**config.mk**
```make
export PLATFORM = sky130hd
export DESIGN_NAME = hobc_ctrl
export DESIGN_NICKNAME = d
export VERILOG_FILES = /design/src/rtl/hobc_pkg.sv /design/src/rtl/hobc_ctrl.sv
export SDC_FILE = /design/constraint.sdc
export NUM_CORES = 1
export LEC_CHECK = 0
export ABC_AREA = 1
export BUFFER_PORTS_ARGS = -buffer_cell sky130_fd_sc_hd__buf_2
export CORE_ASPECT_RATIO = 1.4
export CORE_MARGIN = 3
export CORE_UTILIZATION = 52
export DETAILED_ROUTE_END_ITERATION = 6
export GPL_ROUTABILITY_DRIVEN = 0
export PLACE_DENSITY = 0.88
export SLEW_MARGIN = 10
export SYNTH_ARGS = -nofsm -noshare
export SYNTH_HDL_FRONTEND = slang
export SYNTH_SLANG_ARGS = --single-unit
```
**constraint.sdc**
```tcl
create_clock -name clk -period 3.73 [get_ports clk]
set_input_delay 0.5595 -clock clk [delete_from_list [all_inputs] [get_ports clk]]
set_output_delay 0.5595 -clock clk [all_outputs]
set_load 0.02 [all_outputs]
```
**src/rtl/hobc_pkg.sv**
```systemverilog
// Shared types and constants of the hinted optimal block cache policy core.
package hobc_pkg;
  localparam int CacheSlots = 64;
  localparam int HintSlots  = 2048;
  localparam int SlotW      = $clog2(CacheSlots);
  localparam int HintW      = $clog2(HintSlots);
  localparam logic [31:0] Never = 32'hFFFF_FFFF;

  typedef enum logic [1:0] {
    ACT_READ   = 2'd0,
    ACT_WRITE  = 2'd1,
    ACT_ADVICE = 2'd2,
    ACT_FLUSH  = 2'd3
  } action_t;

  typedef enum logic [3:0] {
    ST_IDLE,
    ST_HSCAN,
    ST_HWAIT,
    ST_PSCAN,
    ST_PWAIT,
    ST_DECIDE,
    ST_WBOUT,
    ST_FILL,
    ST_FSCAN,
    ST_FWAIT,
    ST_FTAIL,
    ST_CLEAR
  } state_t;

  // One result transaction as produced by the controller.
  typedef struct packed {
    logic              hit;
    logic [SlotW-1:0]  slot;
    logic              fill;
    logic              writeback;
    logic [31:0]       writeback_block;
    logic              last;
  } result_t;

  typedef struct packed {
    logic             we;
    logic             valid;
    logic [HintW-1:0] addr;
    logic [31:0]      tag;
    logic [31:0]      tval;
  } hint_wr_t;

  typedef struct packed {
    logic             we;
    logic [SlotW-1:0] addr;
    logic             valid;
    logic             dirty;
    logic [31:0]      tag;
    logic [31:0]      reuse;
  } page_wr_t;
endpackage

```
**src/rtl/hobc_ctrl.sv**
```systemverilog
// Sequencer scanning the hint table and page store; a flush scans the page store only.
module hobc_ctrl (
  input  logic                       clk,
  input  logic                       rst_n,
  input  logic                       start,
  output logic                       busy,
  input  logic [1:0]                 in_action,
  input  logic [31:0]                in_blk,
  input  logic [31:0]                in_hint,
  output logic [hobc_pkg::HintW-1:0] h_rd_addr,
  output logic                       h_clr,
  input  logic                       h_rd_valid,
  input  logic [31:0]                h_rd_tag,
  input  logic [31:0]                h_rd_time,
  output hobc_pkg::hint_wr_t         h_wr,
  output logic [hobc_pkg::SlotW-1:0] p_rd_addr,
  input  logic                       p_rd_valid,
  input  logic                       p_rd_dirty,
  input  logic [31:0]                p_rd_tag,
  input  logic [31:0]                p_rd_reuse,
  output hobc_pkg::page_wr_t         p_wr,
  output logic                       res_strobe,
  output hobc_pkg::result_t          res
);
  import hobc_pkg::*;

  localparam logic [HintW-1:0] HLast = HintW'(HintSlots - 1);
  localparam logic [SlotW-1:0] PLast = SlotW'(CacheSlots - 1);

  state_t state_r, state_nxt;
  logic [1:0]       act_r;
  logic [31:0]      blk_r, hint_r;
  logic [HintW-1:0] hidx_r, hidx_nxt;
  logic [SlotW-1:0] pidx_r, pidx_nxt;
  // Hint scan results.
  logic             hfound_r, hfree_r;
  logic [HintW-1:0] hmatch_r, hfree_idx_r;
  logic [31:0]      htime_r;
  // Page scan results.
  logic             pfound_r, pfree_r, pbest_any_r;
  logic [SlotW-1:0] pmatch_r, pfree_idx_r, pbest_r;
  logic [31:0]      pbest_val_r, pbest_tag_r;
  logic             pbest_dirty_r, pm_dirty_r;
  logic             fany_r;
  logic [SlotW-1:0] flast_r;
  logic [31:0]      flast_tag_r;
  logic             hscan_end, pscan_end;
  logic             f_dirty_now;

  assign busy = (state_r != ST_IDLE);
  assign hscan_end = (hidx_r == HLast);
  assign pscan_end = (pidx_r == PLast);

  always_ff @(posedge clk) begin
    if (!rst_n) begin
      state_r <= ST_CLEAR;
      hidx_r  <= '0;
      pidx_r  <= '0;
    end else begin
      state_r <= state_nxt;
      hidx_r  <= hidx_nxt;
      pidx_r  <= pidx_nxt;
    end
  end

  always_comb begin
    state_nxt = state_r;
    hidx_nxt  = hidx_r;
    pidx_nxt  = pidx_r;
    case (state_r)
      ST_CLEAR: begin
        hidx_nxt = hidx_r + 1'b1;
        if (hscan_end) begin
          state_nxt = ST_IDLE;
          hidx_nxt  = '0;
        end
      end
      ST_IDLE: begin
        hidx_nxt = '0;
        pidx_nxt = '0;
        if (start) begin
          state_nxt = (action_t'(in_action) == ACT_FLUSH) ? ST_FSCAN : ST_HSCAN;
        end
      end
      ST_HSCAN: begin
        hidx_nxt = hidx_r + 1'b1;
        if (hscan_end) begin
          state_nxt = ST_HWAIT;
        end
      end
      ST_HWAIT:  state_nxt = ST_PSCAN;
      ST_PSCAN: begin
        pidx_nxt = pidx_r + 1'b1;
        if (pscan_end) begin
          state_nxt = ST_PWAIT;
        end
      end
      ST_PWAIT:  state_nxt = ST_DECIDE;
      ST_DECIDE: begin
        if (act_r == ACT_ADVICE || pfound_r || pfree_r || !pbest_dirty_r) begin
          state_nxt = ST_IDLE;
        end else begin
          state_nxt = ST_WBOUT;
        end
      end
      ST_WBOUT:  state_nxt = ST_IDLE;
      ST_FSCAN: begin
        pidx_nxt = pidx_r + 1'b1;
        if (pscan_end) begin
          state_nxt = ST_FWAIT;
        end
      end
      // A dirty final slot is still owed its result, given in ST_FTAIL after the wait state.
      ST_FWAIT:  state_nxt = f_dirty_now ? ST_FTAIL : ST_IDLE;
      ST_FTAIL:  state_nxt = ST_IDLE;
      default:   state_nxt = ST_IDLE;
    endcase
  end

  assign h_rd_addr = hidx_r;
  assign p_rd_addr = pidx_r;
  assign h_clr     = (state_r == ST_CLEAR);

  // Scan bookkeeping; memory data for an address arrives in the next cycle.
  logic h_cmp_r, p_cmp_r, f_cmp_r;
  logic [HintW-1:0] h_cmp_idx_r;
  logic [SlotW-1:0] p_cmp_idx_r;

  always_ff @(posedge clk) begin
    if (!rst_n) begin
      h_cmp_r <= 1'b0;
      p_cmp_r <= 1'b0;
      f_cmp_r <= 1'b0;
    end else begin
      h_cmp_r <= (state_r == ST_HSCAN);
      p_cmp_r <= (state_r == ST_PSCAN);
      f_cmp_r <= (state_r == ST_FSCAN);
    end
    h_cmp_idx_r <= hidx_r;
    p_cmp_idx_r <= pidx_r;
  end

  logic h_hit_now, p_hit_now;
  assign h_hit_now   = h_rd_valid && (h_rd_tag == blk_r);
  assign p_hit_now   = p_rd_valid && (p_rd_tag == blk_r);
  assign f_dirty_now = f_cmp_r && p_rd_valid && p_rd_dirty;

  always_ff @(posedge clk) begin
    if (state_r == ST_IDLE && start) begin
      act_r       <= in_action;
      blk_r       <= in_blk;
      hint_r      <= in_hint;
      hfound_r    <= 1'b0;
      hfree_r     <= 1'b0;
      hfree_idx_r <= HLast;
      htime_r     <= Never;
      pfound_r    <= 1'b0;
      pfree_r     <= 1'b0;
      pbest_any_r <= 1'b0;
      fany_r      <= 1'b0;
    end
    if (h_cmp_r) begin
      if (h_hit_now && !hfound_r) begin
        hfound_r <= 1'b1;
        hmatch_r <= h_cmp_idx_r;
        htime_r  <= h_rd_time;
      end
      if (!h_rd_valid && !hfree_r) begin
        hfree_r     <= 1'b1;
        hfree_idx_r <= h_cmp_idx_r;
      end
    end
    if (p_cmp_r) begin
      if (p_hit_now && !pfound_r) begin
        pfound_r   <= 1'b1;
        pmatch_r   <= p_cmp_idx_r;
        pm_dirty_r <= p_rd_dirty;
      end
      if (!p_rd_valid && !pfree_r) begin
        pfree_r     <= 1'b1;
        pfree_idx_r <= p_cmp_idx_r;
      end
      if (!pbest_any_r || p_rd_reuse >= pbest_val_r) begin
        pbest_any_r   <= 1'b1;
        pbest_val_r   <= p_rd_reuse;
        pbest_r       <= p_cmp_idx_r;
        pbest_tag_r   <= p_rd_tag;
        pbest_dirty_r <= p_rd_dirty;
      end
    end
    if (f_dirty_now) begin
      fany_r      <= 1'b1;
      flast_r     <= p_cmp_idx_r;
      flast_tag_r <= p_rd_tag;
    end
  end

  logic [SlotW-1:0] ins_slot;
  logic [31:0]      new_use;
  assign ins_slot = pfree_r ? pfree_idx_r : pbest_r;
  assign new_use  = hfound_r ? htime_r : Never;

  // Outputs and write-backs into both memories.
  always_comb begin
    h_wr       = '0;
    p_wr       = '0;
    res_strobe = 1'b0;
    res        = '0;
    case (state_r)
      ST_CLEAR: begin
        h_wr.we   = 1'b0;
      end
      ST_DECIDE: begin
        if (act_r == ACT_ADVICE) begin
          h_wr.we    = 1'b1;
          h_wr.valid = 1'b1;
          h_wr.addr  = hfound_r ? hmatch_r : hfree_idx_r;
          h_wr.tag   = blk_r;
          h_wr.tval  = hint_r;
          res_strobe = 1'b1;
          res.last   = 1'b1;
          if (pfound_r) begin
            res.hit    = 1'b1;
            res.slot   = pmatch_r;
            p_wr.we    = 1'b1;
            p_wr.addr  = pmatch_r;
            p_wr.valid = 1'b1;
            p_wr.dirty = pm_dirty_r;
            p_wr.tag   = blk_r;
            p_wr.reuse = hint_r;
          end
        end else if (pfound_r) begin
          res_strobe = 1'b1;
          res.hit    = 1'b1;
          res.slot   = pmatch_r;
          res.last   = 1'b1;
          p_wr.we    = 1'b1;
          p_wr.addr  = pmatch_r;
          p_wr.valid = 1'b1;
          p_wr.dirty = pm_dirty_r | (act_r == ACT_WRITE);
          p_wr.tag   = blk_r;
          p_wr.reuse = new_use;
        end else if (!pfree_r && pbest_dirty_r) begin
          res_strobe          = 1'b1;
          res.slot            = pbest_r;
          res.writeback       = 1'b1;
          res.writeback_block = pbest_tag_r;
        end else begin
          res_strobe = 1'b1;
          res.slot   = ins_slot;
          res.fill   = 1'b1;
          res.last   = 1'b1;
          p_wr.we    = 1'b1;
          p_wr.addr  = ins_slot;
          p_wr.valid = 1'b1;
          p_wr.dirty = (act_r == ACT_WRITE);
          p_wr.tag   = blk_r;
          p_wr.reuse = new_use;
        end
      end
      ST_WBOUT: begin
        res_strobe = 1'b1;
        res.slot   = pbest_r;
        res.fill   = 1'b1;
        res.last   = 1'b1;
        p_wr.we    = 1'b1;
        p_wr.addr  = pbest_r;
        p_wr.valid = 1'b1;
        p_wr.dirty = (act_r == ACT_WRITE);
        p_wr.tag   = blk_r;
        p_wr.reuse = new_use;
      end
      default: begin
        res_strobe = 1'b0;
      end
    endcase
    // Flush: each dirty page found is written back clean and reported one result
    // behind, so that the final one can carry the last mark.
    if ((state_r == ST_FSCAN || state_r == ST_FWAIT) && f_dirty_now) begin
      p_wr.we    = 1'b1;
      p_wr.addr  = p_cmp_idx_r;
      p_wr.valid = 1'b1;
      p_wr.dirty = 1'b0;
      p_wr.tag   = p_rd_tag;
      p_wr.reuse = p_rd_reuse;
    end
    if ((state_r == ST_FSCAN && f_dirty_now && fany_r) ||
        (state_r == ST_FWAIT && fany_r) || (state_r == ST_FTAIL)) begin
      res_strobe          = 1'b1;
      res.slot            = flast_r;
      res.writeback       = 1'b1;
      res.writeback_block = flast_tag_r;
      res.last            = (state_r == ST_FTAIL) ||
                            ((state_r == ST_FWAIT) && !f_dirty_now);
    end
  end
endmodule

```
# After elaboration in Yosys (flattened, before gate mapping)
# Cells that the tools add are included.
# W data, S select, Z words.
# word_totals
elab_cells,162
out_inout_bits,212
register_bits,289
# op_classes
n_eq_ne,22
addsub,2
bitwise,1
n_reduce_logical,43
order_cmp,1
mux,64
# ops
cell,n
$mux W73,5
$pmux W73 S2,1
$mux W32,4
$mux W34,3
$mux W77,1
$mux W76,1
$mux W33,2
$eq A32 B32 Y1,2
$mux W11,5
$pmux W4 S9,1
$pmux W11 S3,1
$ge A32 B32 Y1,1
$mux W4,7
$mux W6,4
$mux W1,23
$eq A4 B4 Y1 const B,4
$logic_and A1 B1 Y1,15
$mux W7,2
$pmux W7 S2,1
$eq A4 B3 Y1 const B,3
$pmux W6 S2,1
$add A11 B1 Y11 const B,1
$eq A11 B11 Y1 const B,1
$logic_not A1 Y1,9
other kinds (19),35

# Depth between registers and ports, before layout
# Gate-level depths: netlist of run 1.
# depth
word_depth,7
ltp_mapped,15
ltp_nobuf,15

# Least setup slack after synthesis of run 1
# No wires, ideal clock.
# synth_timing
path_type,input to register
start,in p_rd_reuse[15]
end,reg pbest_dirty_r (enable)
required_time_ns,3.305
arrival_ns,2.802
setup_slack_ns,0.503
stages,11
setup_time_ns,0.425
n_path_buf,0
path_cell_list,ha_1 nand2_1 nor2_1 nand2_1 nor2_1 nor2_1 nand2_1 nand2_1 nand2_1 nand2_1 inv_1
# synth_between
elab_chain_cells,3
# synth_lines
element,line_no,rtl
start: declaration,hobc_ctrl.sv:20,"input logic [31:0] p_rd_reuse,"
$ge A32 B32 Y1,hobc_ctrl.sv:183,if (!pbest_any_r || p_rd_reuse >= pbest_val_r) begin
$logic_or A1 B1 Y1,hobc_ctrl.sv:183,
$reduce_and A2 Y1 (no source line),-,
end signal: assignment,hobc_ctrl.sv:188,pbest_dirty_r <= p_rd_dirty;
end: declaration,hobc_ctrl.sv:43,"logic pbest_dirty_r, pm_dirty_r;"
# No other way between the ends.
# A chain may end at the register's enable or synchronous reset.

==> run summary, run 1 <==
vias in the first global route: 13300
initial core utilization: 0.534
CP Data Required Time: 3.17 ns
DP HPWL: 34.9 mm
RSZ-0062 raised after global routing: false
worst vdd ir: 479 uV
DRC viols: 0
status: finished, final reports clean
crit path max fanout: 34
Post-synth EDFFs: 199
Critical Path End Type: output pin
setup tns final: 0 ns
die height: 201 um
cell taking the most area after synthesis: edfxtp_1
f_max: 0.288 GHz
Detail Route Antenna Nets: 0
PD cells: 480 nW/um2
asr flop ratio synth: 0
final setup fails: 0
GRT overflow: 0
Pint: 5.73 mW
Post-synth top cells: nand2_1, nor2_1, edfxtp_1
core area: 26500 um2
Die Wd: 145 um
TritonCTS Buffers: 26
final worst setup slack: 0.253 ns
layout cells sized above 1: 0.249
Netlist Area Pre-Place: 14100 um2
synthesis-stage register bit count: 289
row count: 70
Switch Pwr: 2.60 mW
Seq/Total Area, Yosys: 0.551
I/O pin count: 412
Reg clk slew, reported paths: 0.07 ns
filler cell count: 2141
Metal-1 WL: 16.7 mm
Final nets: 2316
Sw Share: 0.312
Seq pwr share: 0.464
yosys warns: 0
final hold vios: 0
Worst Setup Path Type: register to output pin
Final Non-Filler Cells: 2469
GRT Total Usage: 0.310
WL final: 47.7 mm
placed cell count: 2414
vias per cell: 5.53
first-pass GRT wire length: 72.1 mm
Max Buffers Root-to-Sink: 3
Critical Path AT: 2.92 ns
CTS tree: yes
post-synthesis cell count: 1691
most common cell in the netlist: nand2_1
Setup WS pre-CTS: 0.865 ns
DRT iter0 DRCs: 1485
max cap viols: 0
Area growth, synth to finish: 22.8%
design area: 17300 um2
Rel. slew slack: 0.337
DP Area: 16500 um2
hold_buf cts: 0
Post-CTS Setup Repair Bufs: 0
fin. max-slew vios: 0
Final Critical Period: 3.48 ns
top cells by area, synth: edfxtp_1, nand2_1, dfxtp_1
synth unique cells: 46
Worst Hold Class: input pin to register
met3 wire length: 4.75 mm
H-tree levels: 1
power share of the clock group: 0.319
Final Cycle Share: 0.932
Logic pwr share: 0.217
ys flop type: edfxtp_1
highest metal layer with signal wires: met5
vias post-DR: 13700
Synth top area share: 0.423
clk sinks: 289
die area: 29200 um2
CTS resizes: 0
initial antenna violation count: 10
drt first pass iters: 6
metal2 WL: 23.1 mm
Synth Area per Inst: 8.35 um2
clock skew: 0.0144 ns
largest net degree at the start of global routing: 56
cell leakage power: 8.41 nW
slew at the pin closest to its max-slew limit: 0.992 ns
syn nets: 1925
CTS root buf: clkbuf_16
drt wl/cell: 19.3 um
# port buffers: 411
Setup crit start kind: register
worst skew pair latency: 0.54 ns
## placed cells by master, fill, tap and decap left out, types with 3 or more instances in the layout
master       n
nand3_1     19
o211ai_1     5
nor3_1      39
clkbuf_16   27
mux2i_1      3
nand4_1      5
o21ai_0     38
clkbuf_8     4
edfxtp_1   199
nand3b_1     3
a31oi_1     44
xnor2_1     13
nand2_1    546
buf_2      411
clkinv_1     4
dfxtp_1     88
buf_4       19
nor2_2       7
ha_1        34
nand2_2      5
diode_2      7
nor2_4       7
clkbuf_1     8
inv_1      155
inv_2       23
xor2_1      10
a21oi_1     75
nor2_1     268
o22ai_1      4
clkinv_2     6
## worst max-delay path, cell delays in order, from the launching register on
cell and delay (ns):
dfxtp_1 0.37, inv_2 0.17, nand2_1 0.12, inv_1 0.19, nand3_1 0.21, nor2_4 0.80, nand2_1 0.12, nand2_1 0.18
buf_2 0.19
## state kept, by name (all words and copies together), names as in the netlist, 32 cells and up
signal / flops
htime_r: 32
blk_r: 32
pbest_val_r: 32
pbest_tag_r: 32
flast_tag_r: 32
hint_r: 32
## cell type report
| cell class | count | area, um2 | area share |
|---|---|---|---|
| Sequential cell | 289 | 7780 | 0.449 |
| Multi-Input combinational cell | 1151 | 5330 | 0.307 |
| Timing Repair Buffer | 432 | 2240 | 0.129 |
| Clock buffer | 39 | 761 | 0.0439 |
| Inverter | 182 | 687 | 0.0396 |
| Tap cell | 360 | 450 | 0.0260 |
| Clock inverter | 9 | 71.3 | 0.00411 |
| Antenna cell | 7 | 17.5 | 0.00101 |
## power groups by stage
stage          Sequential (mW)  Clock, mW  Combinational (mW)
6_report                  3.87       2.66                1.81
5_1_grt                   3.89       2.80                1.96
4_1_cts                   3.86       2.68                1.78
3_5_place_dp              3.93          0                1.76
3_3_place_gp              3.91          0                1.69
2_1_floorplan             3.91          0                1.08
## path summary, 6_finish.rpt
| kind | startpoint | end | slack, ns | depth (start not counted) |
|---|---|---|---|---|
| setup / recovery | pfree_r$_DFF_P_ | res[1] | 0.25 | 8 |
| hold / removal | in_blk[8] | blk_r[8]$_DFFE_PP_ | 0.19 | 1 |
| setup reg to reg | pbest_val_r[15]$_DFFE_PP_ | pbest_tag_r[4]$_DFFE_PP_ | 1.31 | 13 |
| hold reg to reg | p_rd_addr[1]$_SDFFE_PN0P_ | p_cmp_idx_r[1]$_DFF_P_ | 0.41 | 0 |
## per-layer routing
layer | track usage | vias up
li1 | - | 6232
met1 | 0.359 | 6211
met2 | 0.534 | 963
met3 | 0.0666 | 237
met4 | 0.168 | 8
met5 | 0 | -
## cells by family (layout without fill, tap and decap cells)
kind of cell	Yosys count	in the layout	share of synthesized area
AND/OR/NAND/NOR	909	909	0.258
multiplexers	3	3	0.00213
buffers and inverters	251	662	0.0722
flip-flops	289	289	0.551
AO/OA/AOI/OAI	182	182	0.0723
other	0	7	0
adder cells (fa/ha/maj)	34	34	0.0301
XOR/XNOR	23	23	0.0143
## per-stage QoR
step,hold slack [ns],utilization,power [mW]
after floorplan,0.409,-,4.99
after global placement,0.383,0.623,5.60
after detailed placement,0.388,0.623,5.68
after CTS,0.179,0.655,8.32
after global routing,0.183,0.655,8.65
final,0.193,0.655,8.33
(Power assumes the default switching activity.)
==> run 2: changes to the inputs <==
Settings changed: CELL_PAD_IN_SITES_DETAIL_PLACEMENT set to 1, CELL_PAD_IN_SITES_GLOBAL_PLACEMENT set to 1, CORE_UTILIZATION 52 to 38.
==> run summary, run 2 (same netlist as run 1, synthesis figures left out) <==
Max Buffers Root-to-Sink: 3
setup tns final: 0 ns
Rel. slew slack: 0.440
DP HPWL: 41.4 mm
total power: 8.98 mW
layout cells sized above 1: 0.253
slew at the pin closest to its max-slew limit: 0.837 ns
Seq pwr share: 0.431
I/O pin count: 412
die height: 234 um
vias per cell: 5.32
fin. max-slew vios: 0
area occupied by multi-input gates: 5330 um2
Area growth, synth to finish: 25.8%
Sw Share: 0.311
crit path launch: act_r[0]$_DFFE_PP_
Switch Pwr: 2.79 mW
final setup fails: 0
Final nets: 2322
most frequent cells in the layout: nand2_1, buf_2, nor2_1, edfxtp_1, inv_1
cell leakage power: 8.54 nW
WL final: 56.4 mm
RSZ-0062 raised after global routing: false
Worst Hold Class: input pin to register
final worst setup slack: 0.436 ns
clk sinks: 289
Detail Route Antenna Nets: 0
hold_buf cts: 0
die area: 39500 um2
CTS resizes: 0
status: finished, final reports clean
clock skew: 0.0115 ns
final hold vios: 0
commonest non-fill, non-tap cell in the layout: nand2_1
flop2flop setup slack: 1.14 ns
H-tree levels: 1
vias post-DR: 13800
Die Wd: 169 um
power share of the clock group: 0.361
worst skew pair latency: 0.56 ns
CTS tree: yes
PD cells: 505 nW/um2
row count: 82
crit-path cells: nor2_4 > nand2_2 > buf_4 > nor2_1 > buf_2
slowest stage delay, CP: 0.48 ns
Setup crit start kind: register
Logic pwr share: 0.207
first-pass GRT wire length: 82.8 mm
Pint: 6.18 mW
drt wl/cell: 21.8 um
Worst Setup Path Type: register to output pin
Post-CTS Setup Repair Bufs: 0
core area: 36200 um2
CTS root buf: clkbuf_16
drt first pass iters: 5
worst vdd ir: 354 uV
Reg clk slew, reported paths: 0.06 ns
max cap viols: 0
initial core utilization: 0.390
Setup WS pre-CTS: 0.885 ns
DRC viols: 0
R2R Path Start: blk_r[6]$_DFFE_PP_
f_max: 0.304 GHz
Sequential Area: 7780 um2
critical-path cell with the highest stage delay: nor2_4
initial antenna violation count: 14
final core occ: 0.490
vias in the first global route: 14500
DRT iter0 DRCs: 977
Critical Path AT: 2.73 ns
TritonCTS Buffers: 31
GRT Total Usage: 0.271
GRT overflow: 0
# port buffers: 411
crit path max fanout: 26
Final Critical Period: 3.29 ns
filler cell count: 4472
hold_sp: in_hint[11]
Hold Slack: 0.169 ns
CP Data Required Time: 3.17 ns
largest net degree at the start of global routing: 56
Critical Path End Type: output pin
Final Cycle Share: 0.883
run 2: per-layer routing:
layer  routed length (um)  GRT usage  part of all wire  vias to the layer above
met5                   61          0            0.0011                        -
met4                 3000      0.144             0.053                        8
met3                 3700     0.0430             0.066                      167
met2                29000      0.491              0.51                      615
met1                20600      0.305              0.37                     6727
li1                     -          -                 -                     6255
run 2: layout make-up:
type	instances	area share
diodes	14	0.00197
clock buffers	43	0.0515
clock inverters	14	0.00852
inverters	182	0.0387
multi-input cells	1151	0.300
flip-flops and latches	289	0.438
well taps	462	0.0325
repair buffers	433	0.129
run 2: worst paths after layout:
path / endpoint / cells after the start
worst max-delay path: h_wr[46] / 5
worst min-delay path: hint_r[11]$_DFFE_PP_ / 1
worst max register to register: htime_r[5]$_DFF_P_ / 11
worst min register to register: p_cmp_idx_r[4]$_DFF_P_ / 0
run 2: power groups by stage:
stage          clock, mW  sequential (mW)  combinational, mW
3_5_place_dp           0             3.94               1.84
2_1_floorplan          0             3.91               1.08
5_1_grt             3.42             3.90               2.04
6_report            3.24             3.87               1.86
3_3_place_gp           0             3.92               1.75
4_1_cts             3.29             3.87               1.86
run 2: critical path: cells and delay by family (launching register included):
family	cells	cell delay (ns)
buffers and inverters	2	0.59
AND/OR/NAND/NOR	3	1.14
flip-flops	1	0.43
run 2: through the flow:
step / instance area [um2] / cells
floorplan: 14100 / 1691
global placement: 16700 / 2517
detailed placement: 16700 / 2517
CTS: 17700 / 2574
global route: 17700 / 2584
finish: 17800 / 2588
